<file path="src/hw/rtl/ttod_pkg.sv">
// Shared types and constants of the time-of-day and deadline block.
package ttod_pkg;

	// Field widths
	localparam int unsigned STEP_W  = 20;
	localparam int unsigned US_W    = 32;
	localparam int unsigned DELAY_W = 22;
	localparam int unsigned DAY_W   = 32;
	localparam int unsigned HOUR_W  = 5;
	localparam int unsigned MIN_W   = 6;
	localparam int unsigned SEC_W   = 6;

	// Time constants
	localparam logic [STEP_W:0]   US_PER_SEC = 21'd1000000;
	localparam logic [STEP_W-1:0] STEP_MAX   = 20'd1000000;
	localparam logic [STEP_W-1:0] STEP_RESET = 20'd1000;
	localparam logic [US_W-1:0]   US_PER_MS  = 32'd1000;
	localparam logic [SEC_W-1:0]  SEC_LAST   = 6'd59;
	localparam logic [MIN_W-1:0]  MIN_LAST   = 6'd59;
	localparam logic [HOUR_W-1:0] HOUR_LAST  = 5'd23;
	localparam int unsigned       SIGN_BIT   = 31;

	// Request codes
	typedef enum logic [1:0] {
		REQ_TICK  = 2'd0,
		REQ_ARM   = 2'd1,
		REQ_CHECK = 2'd2
	} req_code_t;

	// Time of day as seen after the current update
	typedef struct packed {
		logic [DAY_W-1:0]  days;
		logic [HOUR_W-1:0] hours;
		logic [MIN_W-1:0]  mins;
		logic [SEC_W-1:0]  secs;
	} tod_t;

endpackage

</file>
<file path="src/hw/rtl/ttod_req_if.sv">
// Request channel: valid/ready handshake with the request fields.
interface ttod_req_if;
	logic                          valid;
	logic                          ready;
	logic [1:0]                    req_type;
	logic [ttod_pkg::DELAY_W-1:0]  delay_ms;
	logic [ttod_pkg::US_W-1:0]     deadline_in;

	modport source (output valid, req_type, delay_ms, deadline_in, input ready);
	modport sink   (input valid, req_type, delay_ms, deadline_in, output ready);
endinterface

</file>
<file path="src/hw/rtl/ttod_rsp_if.sv">
// Result channel: valid/ready handshake with the time and deadline fields.
interface ttod_rsp_if;
	logic                         valid;
	logic                         ready;
	logic [ttod_pkg::US_W-1:0]    now_us;
	logic [ttod_pkg::DAY_W-1:0]   day_count;
	logic [ttod_pkg::HOUR_W-1:0]  hour_count;
	logic [ttod_pkg::MIN_W-1:0]   minute_count;
	logic [ttod_pkg::SEC_W-1:0]   second_count;
	logic [ttod_pkg::US_W-1:0]    deadline_out;
	logic                         expired;

	modport source (output valid, now_us, day_count, hour_count, minute_count,
		second_count, deadline_out, expired, input ready);
	modport sink   (input valid, now_us, day_count, hour_count, minute_count,
		second_count, deadline_out, expired, output ready);
endinterface

</file>
<file path="src/hw/rtl/ttod_tod_cascade.sv">
// Seconds, minutes, hours and days counters advanced one second at a time.
module ttod_tod_cascade (
	input  logic           clk,
	input  logic           arst_n,
	input  logic           advance,
	output ttod_pkg::tod_t tod
);

	ttod_pkg::tod_t tod_q;
	ttod_pkg::tod_t tod_d;
	logic           sec_wrap;
	logic           min_wrap;
	logic           hour_wrap;

	// Carry chain of the cascade
	always_comb begin
		sec_wrap  = (tod_q.secs == ttod_pkg::SEC_LAST);
		min_wrap  = sec_wrap && (tod_q.mins == ttod_pkg::MIN_LAST);
		hour_wrap = min_wrap && (tod_q.hours == ttod_pkg::HOUR_LAST);
		tod_d     = tod_q;
		if (advance) begin
			tod_d.secs = sec_wrap ? '0 : tod_q.secs + 1'b1;
			if (sec_wrap) begin
				tod_d.mins = min_wrap ? '0 : tod_q.mins + 1'b1;
			end
			if (min_wrap) begin
				tod_d.hours = hour_wrap ? '0 : tod_q.hours + 1'b1;
			end
			if (hour_wrap) begin
				tod_d.days = tod_q.days + 1'b1;
			end
		end
	end

	always_ff @(posedge clk or negedge arst_n) begin
		if (!arst_n) begin
			tod_q <= '0;
		end else begin
			tod_q <= tod_d;
		end
	end

	// Value after this cycle's update
	assign tod = tod_d;

endmodule

</file>
<file path="src/hw/rtl/tick_time_of_day_deadline.sv">
// An accepted item is held in the input stage, then registered in the result register.
// Throughput: one item per cycle while the result is taken; input stage, then state update and result register.
// The ready of the request side drops only while both stages hold an item and the result waits.
// Reset clears the microsecond count, the sub-second remainder and the time of day,
// sets the step to 1000 us, and empties both stages.
module tick_time_of_day_deadline (
	input  logic                         clk,
	input  logic                         arst_n,
	input  logic                         cfg_we,
	input  logic [ttod_pkg::STEP_W-1:0]  cfg_wdata,
	ttod_req_if.sink                     req,
	ttod_rsp_if.source                   rsp
);

	// Step register with saturation
	logic [ttod_pkg::STEP_W-1:0] step_q;

	always_ff @(posedge clk or negedge arst_n) begin
		if (!arst_n) begin
			step_q <= ttod_pkg::STEP_RESET;
		end else if (cfg_we) begin
			step_q <= (cfg_wdata > ttod_pkg::STEP_MAX) ? ttod_pkg::STEP_MAX : cfg_wdata;
		end
	end

	// Handshake
	logic req_valid_s1;
	logic rsp_valid_s2;
	logic advance;
	logic accept;

	assign advance   = req_valid_s1 && (!rsp_valid_s2 || rsp.ready);
	assign req.ready = !req_valid_s1 || advance;
	assign accept    = req.valid && req.ready;

	// Input stage; the arm product does not depend on state, so it is formed here
	ttod_pkg::req_code_t          req_type_s1;
	logic [ttod_pkg::US_W-1:0]    delay_us_s1;
	logic [ttod_pkg::US_W-1:0]    deadline_s1;

	always_ff @(posedge clk or negedge arst_n) begin
		if (!arst_n) begin
			req_valid_s1 <= 1'b0;
		end else if (accept) begin
			req_valid_s1 <= 1'b1;
		end else if (advance) begin
			req_valid_s1 <= 1'b0;
		end
	end

	always_ff @(posedge clk) begin
		if (accept) begin
			req_type_s1 <= ttod_pkg::req_code_t'(req.req_type);
			delay_us_s1 <= ttod_pkg::US_W'({{(ttod_pkg::US_W - ttod_pkg::DELAY_W){1'b0}},
				req.delay_ms} * ttod_pkg::US_PER_MS);
			deadline_s1 <= req.deadline_in;
		end
	end

	// Microsecond and sub-second counters
	logic [ttod_pkg::US_W-1:0]   micro_q;
	logic [ttod_pkg::STEP_W-1:0] sub_q;
	logic [ttod_pkg::STEP_W:0]   sub_sum;
	logic                        sec_roll;
	logic                        do_tick;
	logic [ttod_pkg::US_W-1:0]   micro_d;
	logic [ttod_pkg::STEP_W-1:0] sub_d;

	assign do_tick  = advance && (req_type_s1 == ttod_pkg::REQ_TICK);
	assign sub_sum  = {1'b0, sub_q} + {1'b0, step_q};
	assign sec_roll = (sub_sum >= ttod_pkg::US_PER_SEC);

	always_comb begin
		micro_d = micro_q;
		sub_d   = sub_q;
		if (do_tick) begin
			micro_d = micro_q + {{(ttod_pkg::US_W - ttod_pkg::STEP_W){1'b0}}, step_q};
			sub_d   = sec_roll ? ttod_pkg::STEP_W'(sub_sum - ttod_pkg::US_PER_SEC)
			                   : sub_sum[ttod_pkg::STEP_W-1:0];
		end
	end

	always_ff @(posedge clk or negedge arst_n) begin
		if (!arst_n) begin
			micro_q <= '0;
			sub_q   <= '0;
		end else begin
			micro_q <= micro_d;
			sub_q   <= sub_d;
		end
	end

	// Time-of-day cascade
	ttod_pkg::tod_t tod;

	ttod_tod_cascade u_cascade (
		.clk     (clk),
		.arst_n  (arst_n),
		.advance (do_tick && sec_roll),
		.tod     (tod)
	);

	// Arm and check
	logic [ttod_pkg::US_W-1:0] deadline_d;
	logic                      expired_d;
	logic [ttod_pkg::US_W-1:0] remain;

	assign remain = deadline_s1 - micro_q;

	always_comb begin
		deadline_d = '0;
		expired_d  = 1'b0;
		unique case (req_type_s1)
			ttod_pkg::REQ_ARM:   deadline_d = micro_q + delay_us_s1;
			ttod_pkg::REQ_CHECK: expired_d  = remain[ttod_pkg::SIGN_BIT];
			default: ;
		endcase
	end

	// Result register
	logic [ttod_pkg::US_W-1:0] now_s2;
	ttod_pkg::tod_t            tod_s2;
	logic [ttod_pkg::US_W-1:0] deadline_s2;
	logic                      expired_s2;

	always_ff @(posedge clk or negedge arst_n) begin
		if (!arst_n) begin
			rsp_valid_s2 <= 1'b0;
		end else if (advance) begin
			rsp_valid_s2 <= 1'b1;
		end else if (rsp.ready) begin
			rsp_valid_s2 <= 1'b0;
		end
	end

	always_ff @(posedge clk) begin
		if (advance) begin
			now_s2      <= micro_d;
			tod_s2      <= tod;
			deadline_s2 <= deadline_d;
			expired_s2  <= expired_d;
		end
	end

	assign rsp.valid        = rsp_valid_s2;
	assign rsp.now_us       = now_s2;
	assign rsp.day_count    = tod_s2.days;
	assign rsp.hour_count   = tod_s2.hours;
	assign rsp.minute_count = tod_s2.mins;
	assign rsp.second_count = tod_s2.secs;
	assign rsp.deadline_out = deadline_s2;
	assign rsp.expired      = expired_s2;

endmodule
</file>
<file path="src/flat_wrapper.sv">
// flat-port wrapper written by rule: the top's interface ports become plain ports
module tick_time_of_day_deadline_flat 
  (clk, arst_n, cfg_we, cfg_wdata, req_valid, req_req_type, req_delay_ms, req_deadline_in, req_ready, rsp_valid, rsp_now_us, rsp_day_count, rsp_hour_count, rsp_minute_count, rsp_second_count, rsp_deadline_out, rsp_expired, rsp_ready);
  ttod_req_if req_i ();
  ttod_rsp_if rsp_i ();
  input  logic clk;
  input  logic arst_n;
  input  logic cfg_we;
  input  logic [ttod_pkg::STEP_W-1:0] cfg_wdata;
  input wire logic [$bits(req_i.valid)-1:0] req_valid;
  input wire logic [$bits(req_i.req_type)-1:0] req_req_type;
  input wire logic [$bits(req_i.delay_ms)-1:0] req_delay_ms;
  input wire logic [$bits(req_i.deadline_in)-1:0] req_deadline_in;
  output wire logic [$bits(req_i.ready)-1:0] req_ready;
  output wire logic [$bits(rsp_i.valid)-1:0] rsp_valid;
  output wire logic [$bits(rsp_i.now_us)-1:0] rsp_now_us;
  output wire logic [$bits(rsp_i.day_count)-1:0] rsp_day_count;
  output wire logic [$bits(rsp_i.hour_count)-1:0] rsp_hour_count;
  output wire logic [$bits(rsp_i.minute_count)-1:0] rsp_minute_count;
  output wire logic [$bits(rsp_i.second_count)-1:0] rsp_second_count;
  output wire logic [$bits(rsp_i.deadline_out)-1:0] rsp_deadline_out;
  output wire logic [$bits(rsp_i.expired)-1:0] rsp_expired;
  input wire logic [$bits(rsp_i.ready)-1:0] rsp_ready;
  assign req_i.valid = req_valid;
  assign req_i.req_type = req_req_type;
  assign req_i.delay_ms = req_delay_ms;
  assign req_i.deadline_in = req_deadline_in;
  assign req_ready = req_i.ready;
  assign rsp_valid = rsp_i.valid;
  assign rsp_now_us = rsp_i.now_us;
  assign rsp_day_count = rsp_i.day_count;
  assign rsp_hour_count = rsp_i.hour_count;
  assign rsp_minute_count = rsp_i.minute_count;
  assign rsp_second_count = rsp_i.second_count;
  assign rsp_deadline_out = rsp_i.deadline_out;
  assign rsp_expired = rsp_i.expired;
  assign rsp_i.ready = rsp_ready;
  tick_time_of_day_deadline u_core (.clk(clk), .arst_n(arst_n), .cfg_we(cfg_we), .cfg_wdata(cfg_wdata), .req(req_i), .rsp(rsp_i));
endmodule
</file>
<file path="config.mk">
export PLATFORM = sky130hd
export DESIGN_NAME = tick_time_of_day_deadline_flat
export DESIGN_NICKNAME = d
export VERILOG_FILES = /design/src/hw/rtl/ttod_pkg.sv /design/src/hw/rtl/ttod_req_if.sv /design/src/hw/rtl/ttod_rsp_if.sv /design/src/hw/rtl/ttod_tod_cascade.sv /design/src/hw/rtl/tick_time_of_day_deadline.sv /design/src/flat_wrapper.sv
export SDC_FILE = /design/constraint.sdc
export NUM_CORES = 1
export LEC_CHECK = 0
export ABC_AREA = 1
export CORE_MARGIN = 2
export CORE_UTILIZATION = 70
export DETAILED_ROUTE_END_ITERATION = 8
export DONT_BUFFER_PORTS = 1
export HOLD_SLACK_MARGIN = 0.02
export PLACE_DENSITY = 0.91
export SLEW_MARGIN = 30
export SYNTH_ARGS = -nofsm -noshare
export SYNTH_HDL_FRONTEND = slang
export SYNTH_HIERARCHICAL = 1
export SYNTH_SLANG_ARGS = --single-unit
</file>
<file path="constraint.sdc">
create_clock -name clk -period 5.25 [get_ports clk]
set_input_delay 0.525 -clock clk [delete_from_list [all_inputs] [get_ports clk]]
set_output_delay 0.525 -clock clk [all_outputs]
set_load 0.05 [all_outputs]
</file>
# Yosys cells after proc, flatten, opt, wreduce, memory -nomap -nowiden
# Cells that the tools add are included.
# Widths: inputs -> output; s select.
[totals]
ff_bits = 300
inputBits = 81
output_inout_bits = 116
word_cells = 63
[classes]
n_addsub = 9
n_mul = 1
order_cmp = 2
eq_ne = 5
mux = 14
n_reduce_logical = 13
[ops]
columns = ["cell", "n"]
rows = [
  ["$mux 32", 2],
  ["$mux 49", 1],
  ["$mux 20", 2],
  ["$add 32x1->32 const B", 1],
  ["$add 32x20->32", 1],
  ["$add 32x32->32", 1],
  ["$sub 32x32->32", 1],
  ["$mul 22x7->29 const B", 1],
  ["$add 20x20->21", 1],
  ["$ge 21x20->1 const B", 1],
  ["$gt 20x20->1 const B", 1],
  ["$sub 20x20->20 const B", 1],
  ["$mux 6", 3],
  ["$add 6x1->6 const B", 2],
  ["$eq 6x6->1 const B", 2],
  ["$mux 5", 2],
  ["$logic_and 1x1->1", 6],
  ["$add 5x1->5 const B", 1],
  ["$eq 5x5->1 const B", 1],
  ["$mux 1", 4],
  ["$reduce_bool 2->1", 2],
  ["$eq 2x1->1 const B", 1],
  ["$eq 2x2->1 const B", 1],
  ["$logic_not 1->1", 2],
  ["other kinds (2)", 3],
]

# Logic depth before layout (Yosys ltp)
[logic_depth]
ltp_word = 6
ltp_mapped = 31
ltp_nobuf = 31

# Modules after synthesis
# The synthesis kept the hierarchy.
[by_module_without_submodules]
columns = ["module", "n_inst", "cells_each", "area_each_um2", "seq_area_each_um2"]
rows = [
  ["tick_time_of_day_deadline", 1, 1892, 17415.5, 7174.4],
  ["ttod_tod_cascade", 1, 335, 2660.1, 1226.2],
]

# Worst setup path before layout
# No wires, ideal clock.
[synth_timing]
path_type = "input -> register"
start = "in req_delay_ms[6]"
end = "reg u_core/delay_us_s1[27] (netlist bit) (data pin)"
setup_ns = 0.260
arrival_ns = 4.311
required_ns = 4.990
setup_slack_ns = 0.679
path_stages = 16
path_buffers = 0
cell_sequence = "inv_1 fa_1 fa_1 fa_1 inv_1 fa_1 ha_1 a21o_1 a21oi_1 nand2_1 a31oi_1 o21ai_0 a21oi_1 inv_1 a21oi_1 xnor2_1"
[synth_between]
elab_chain_len = 1
[synth_lines]
columns = ["item", "line", "rtl"]
rows = [
  ["start: declaration", "flat_wrapper.sv:12", "input wire logic [$bits(req_i.delay_ms)-1:0] req_delay_ms;"],
  ["$mul 22x7->29", "tick_time_of_day_deadline.sv:55", "req.delay_ms} * ttod_pkg::US_PER_MS);"],
  ["end signal: assignment", "tick_time_of_day_deadline.sv:54", "delay_us_s1 <= ttod_pkg::US_W'({{(ttod_pkg::US_W - ttod_pkg::DELAY_W){1'b0}},"],
  ["end: declaration", "tick_time_of_day_deadline.sv:38", "logic [ttod_pkg::US_W-1:0] delay_us_s1;"],
]
# Every way passes these cells.
# A chain may end at the register's enable or synchronous reset.

==> flow_metrics.tcl <==
set metrics [dict create \
    yosys_warnings 6 \
    avgSynthCellArea_um2 9.01 \
    r2r_slack_ns 0.37 \
    clock_skew_ns 0.0274 \
    finalSetupViolCount 0 \
    ys_seq_area_frac 0.418 \
    ys_types 52 \
    switchingPower_w 0.00651 \
    syn_inst 2227 \
    leakagePower_nw 10.2 \
    syn-cell-area_um2 20100 \
    r2r_start "u_core/step_q[9]" \
    synth.net_count 2558 \
    nNetsFinal 2580 \
    antenna_left 0 \
    fin_cells 2659 \
    required_ns 5.58 \
    relSlewSlack 0.444 \
    core_area_um2 28000 \
    min_path_type "input port to flip-flop" \
    reg2reg_to "u_core/rsp.day_count[5]" \
    whs_path_depth 0 \
    cts_buffer_depth 3 \
    multi_input_area_um2 10300 \
    cts-buffers-inserted 34 \
    pwr-share-comb 0.510 \
    crit_type "flip-flop to flip-flop" \
    clkLatencyLatePin_ns 0.52 \
    routedWlPerCell_um 20.0 \
    antenna_found_initial 10 \
    dieArea_um2 30100 \
    clkSlewWorstSetupHoldPaths_ns 0.06 \
    drive_above_1_share 0.0695 \
    wl_mm 53.2 \
    seqCellArea_um2 8400 \
    yosysTopAreaCell "edfxtp_1" \
    io_buffer_count 0 \
    gp_congestion 0.961 \
    cp_max_fo 16 \
    slew_violations 0 \
    root_buffer "clkbuf_16" \
    ios 197 \
    grt_first_pass_wirelength_mm 83.9 \
    drcViolationCount 0 \
    vias_per_cell 6.11 \
    dp.cells 2589 \
    ys_ff_latch 300 \
    tightestPinTransition_ns 0.833 \
    fillers 1816 \
    die_w_um 173 \
    cp-start-kind "flip-flop" \
    htreeDepth 2 \
    ys_top_cells_by_area "edfxtp_1 26%, dfrtp_1 15%, ha_1 11%" \
    area_growth_pct 7.95 \
    maxCapViolCount 0 \
    final.min_clock_period_ns 4.88 \
    hold_violations 0 \
    post-route-period-util 0.929 \
    swShare 0.481 \
    hpwl_mm 40.3 \
    rr_worst_depth 26 \
    cp-end-kind "flip-flop" \
    grt_usage 0.353 \
    rows 61 \
    postCtsResizedCells 0 \
    clkPwrFrac 0.178 \
    seqPwrFrac 0.313 \
    initial_core_util 0.717 \
    routed-via-count 16200 \
    cts_sinks 300 \
    internal_power_w 0.00703 \
    dr.first_iter.drc_count 1625 \
    hp-start "req_deadline_in[0]" \
    finalSetupTns_ns 0 \
    fmax_ghz 0.205 \
    grt_max_degree 124 \
    grt-ovfl-total 0 \
    die_y_um 173 \
    rsz0062_at_grt "no" \
    cts_tree "built" \
    crit_start "u_core/step_q[9]" \
    min_to "u_core/deadline_s1[0]" \
    power.density_nw_per_um2 625 \
    grt_pass1_vias 16100 \
    dr.pass1.iters 5 \
    synth.top_cell.area_share 0.265 \
    status "finished clean" \
    peakVddDrop_mv 0.381 \
    critPathArrivalTime_ns 5.21 \
    postCtsSetupRepairBufs 0 \
]
==> worst max-delay path, stage by stage (launching register included) <==
cell and delay, ns:
dfstp_2 0.60, ha_1 0.33, nand2_1 0.11, nand2_1 0.11, inv_1 0.08, nand2_1 0.07
inv_1 0.16, nand2_1 0.07, nand2_1 0.14, nand3_1 0.12, nand2_1 0.09, nand2_1 0.13
nor2_1 0.11, nand2_1 0.05, nor2_1 0.22, nand2_2 0.26, nand3_4 0.26, nand2_1 0.15
inv_1 0.17, nand2_1 0.11, inv_2 0.09, nand2_2 0.09, nor2_8 0.13, nand3_4 0.26
inv_2 0.35, nand2_1 0.15, xnor2_1 0.27
==> worst max-delay path by stage <==
stage | end | slack [ns]
5_1_grt | u_core/rsp.day_count[7] | 0.06
3_3_place_gp | u_core/delay_us_s1[27] | 0.49
3_5_place_dp | u_core/delay_us_s1[27] | 0.35
2_1_floorplan | u_core/delay_us_s1[27] | 0.68
6_report | u_core/rsp.day_count[5] | 0.37
4_1_cts | u_core/rsp.day_count[5] | 0.46
==> routing by layer <==
metal  share of wire  track usage  vias up
met5         0.00086            0        -
met4           0.049        0.152        8
met3           0.093       0.0741      216
met2            0.49        0.614      927
met1            0.37        0.427     7660
li1                -            -     7438
==> cells in the final DEF, fill, tap and decap left out, types with 10 or more instances in the layout <==
cell	Yosys	final
a21o_1	12	12
a21oi_1	151	151
a31oi_1	11	11
clkbuf_16	0	35
dfrtp_1	117	117
edfxtp_1	177	177
fa_1	81	81
ha_1	169	169
inv_1	328	326
inv_2	17	18
nand2_1	487	487
nand2_2	28	28
nand3_1	124	124
nand4_1	36	36
nor2_1	145	145
nor2_2	14	14
nor2_4	10	10
nor3_1	22	21
o21ai_0	105	105
xnor2_1	31	31
xor2_1	52	52
==> registers in the layout, indices dropped and copies added, names as in the netlist, 5 cells and up <==
register	count
u_core/sub_q	20
u_core/rsp.deadline_out	32
u_core/rsp.day_count	32
u_core/u_cascade/tod_q	49
u_core/step_q	20
u_core/micro_q	32
u_core/rsp.now_us	32
u_core/delay_us_s1	29
u_core/rsp.minute_count	6
u_core/rsp.second_count	6
u_core/rsp.hour_count	5
u_core/deadline_s1	32
==> what timing repair did <==
item	4_1_cts	5_1_grt
setup endpoints to repair	0	0
hold buffers	2	0
hold endpoints to repair	123	0
==> cell usage after synthesis (all sizes together) <==
| cell type | count |
|---|---|
| nand2 | 515 |
| nor2 | 170 |
| or2 | 4 |
| mux2 | 3 |
| a21o | 12 |
| dfrtp | 117 |
| o2111ai | 1 |
| o22ai | 2 |
| and2 | 1 |
| xor2 | 53 |
| o21ai | 109 |
| a21boi | 4 |
| o21a | 9 |
| o31ai | 2 |
| nand3 | 130 |
| o21bai | 9 |
| inv | 345 |
| a211oi | 4 |
| o211ai | 6 |
| and3 | 1 |
| nor3 | 24 |
| clkinv | 1 |
| nor4 | 6 |
| nand3b | 8 |
| o221ai | 4 |
| o31a | 1 |
| xnor2 | 31 |
| a21oi | 152 |
| fa | 81 |
| dfstp | 6 |
| clkbuf | 15 |
| a31oi | 11 |
| ha | 169 |
| nor4b | 1 |
| buf | 7 |
| nand4 | 36 |
| edfxtp | 177 |
==> cells by family after synthesis <==
kind of cell / Yosys count / synth area share
flip-flops: 300 / 0.418
adder cells (fa/ha/maj): 250 / 0.186
buffers and inverters: 368 / 0.0702
XOR/XNOR: 84 / 0.0370
AO/OA/AOI/OAI: 326 / 0.0891
AND/OR/NAND/NOR: 896 / 0.197
multiplexers: 3 / 0.00168
==> power by group through the flow <==
stage | sequential, W | clock, W | combinational, W
6_report | 0.00423 | 0.00241 | 0.00690
5_1_grt | 0.00426 | 0.00252 | 0.00766
4_1_cts | 0.00421 | 0.00242 | 0.00672
3_5_place_dp | 0.00424 | 0 | 0.00662
3_3_place_gp | 0.00423 | 0 | 0.00637
2_1_floorplan | 0.00407 | 0 | 0.00511
==> per-stage QoR <==
| step | hold slack, ns | area (µm²) | total power, W | worst slack (ns) | utilization |
|---|---|---|---|---|---|
| 2_1_floorplan | 0.229 | 20100 | 0.00918 | 0.679 | - |
| 3_3_place_gp | 0.234 | 20500 | 0.0106 | 0.490 | 0.731 |
| 3_5_place_dp | 0.233 | 20500 | 0.0109 | 0.347 | 0.731 |
| 4_1_cts | 0.0824 | 21600 | 0.0134 | 0.464 | 0.773 |
| 5_1_grt | 0.0839 | 21700 | 0.0145 | 0.0596 | 0.773 |
| 6_report | 0.0950 | 21700 | 0.0135 | 0.371 | 0.774 |
==> cell type report <==
type,instances,share of cell area
flip-flops and latches,300,0.388
clock buffers,41,0.0415
repair buffers,8,0.00381
multi-input cells,1559,0.474
diodes,6,0.000693
inverters,346,0.0602
well taps,378,0.0218
clock inverters,21,0.0103
No activity file was read; power rests on OpenSTA's default activity.
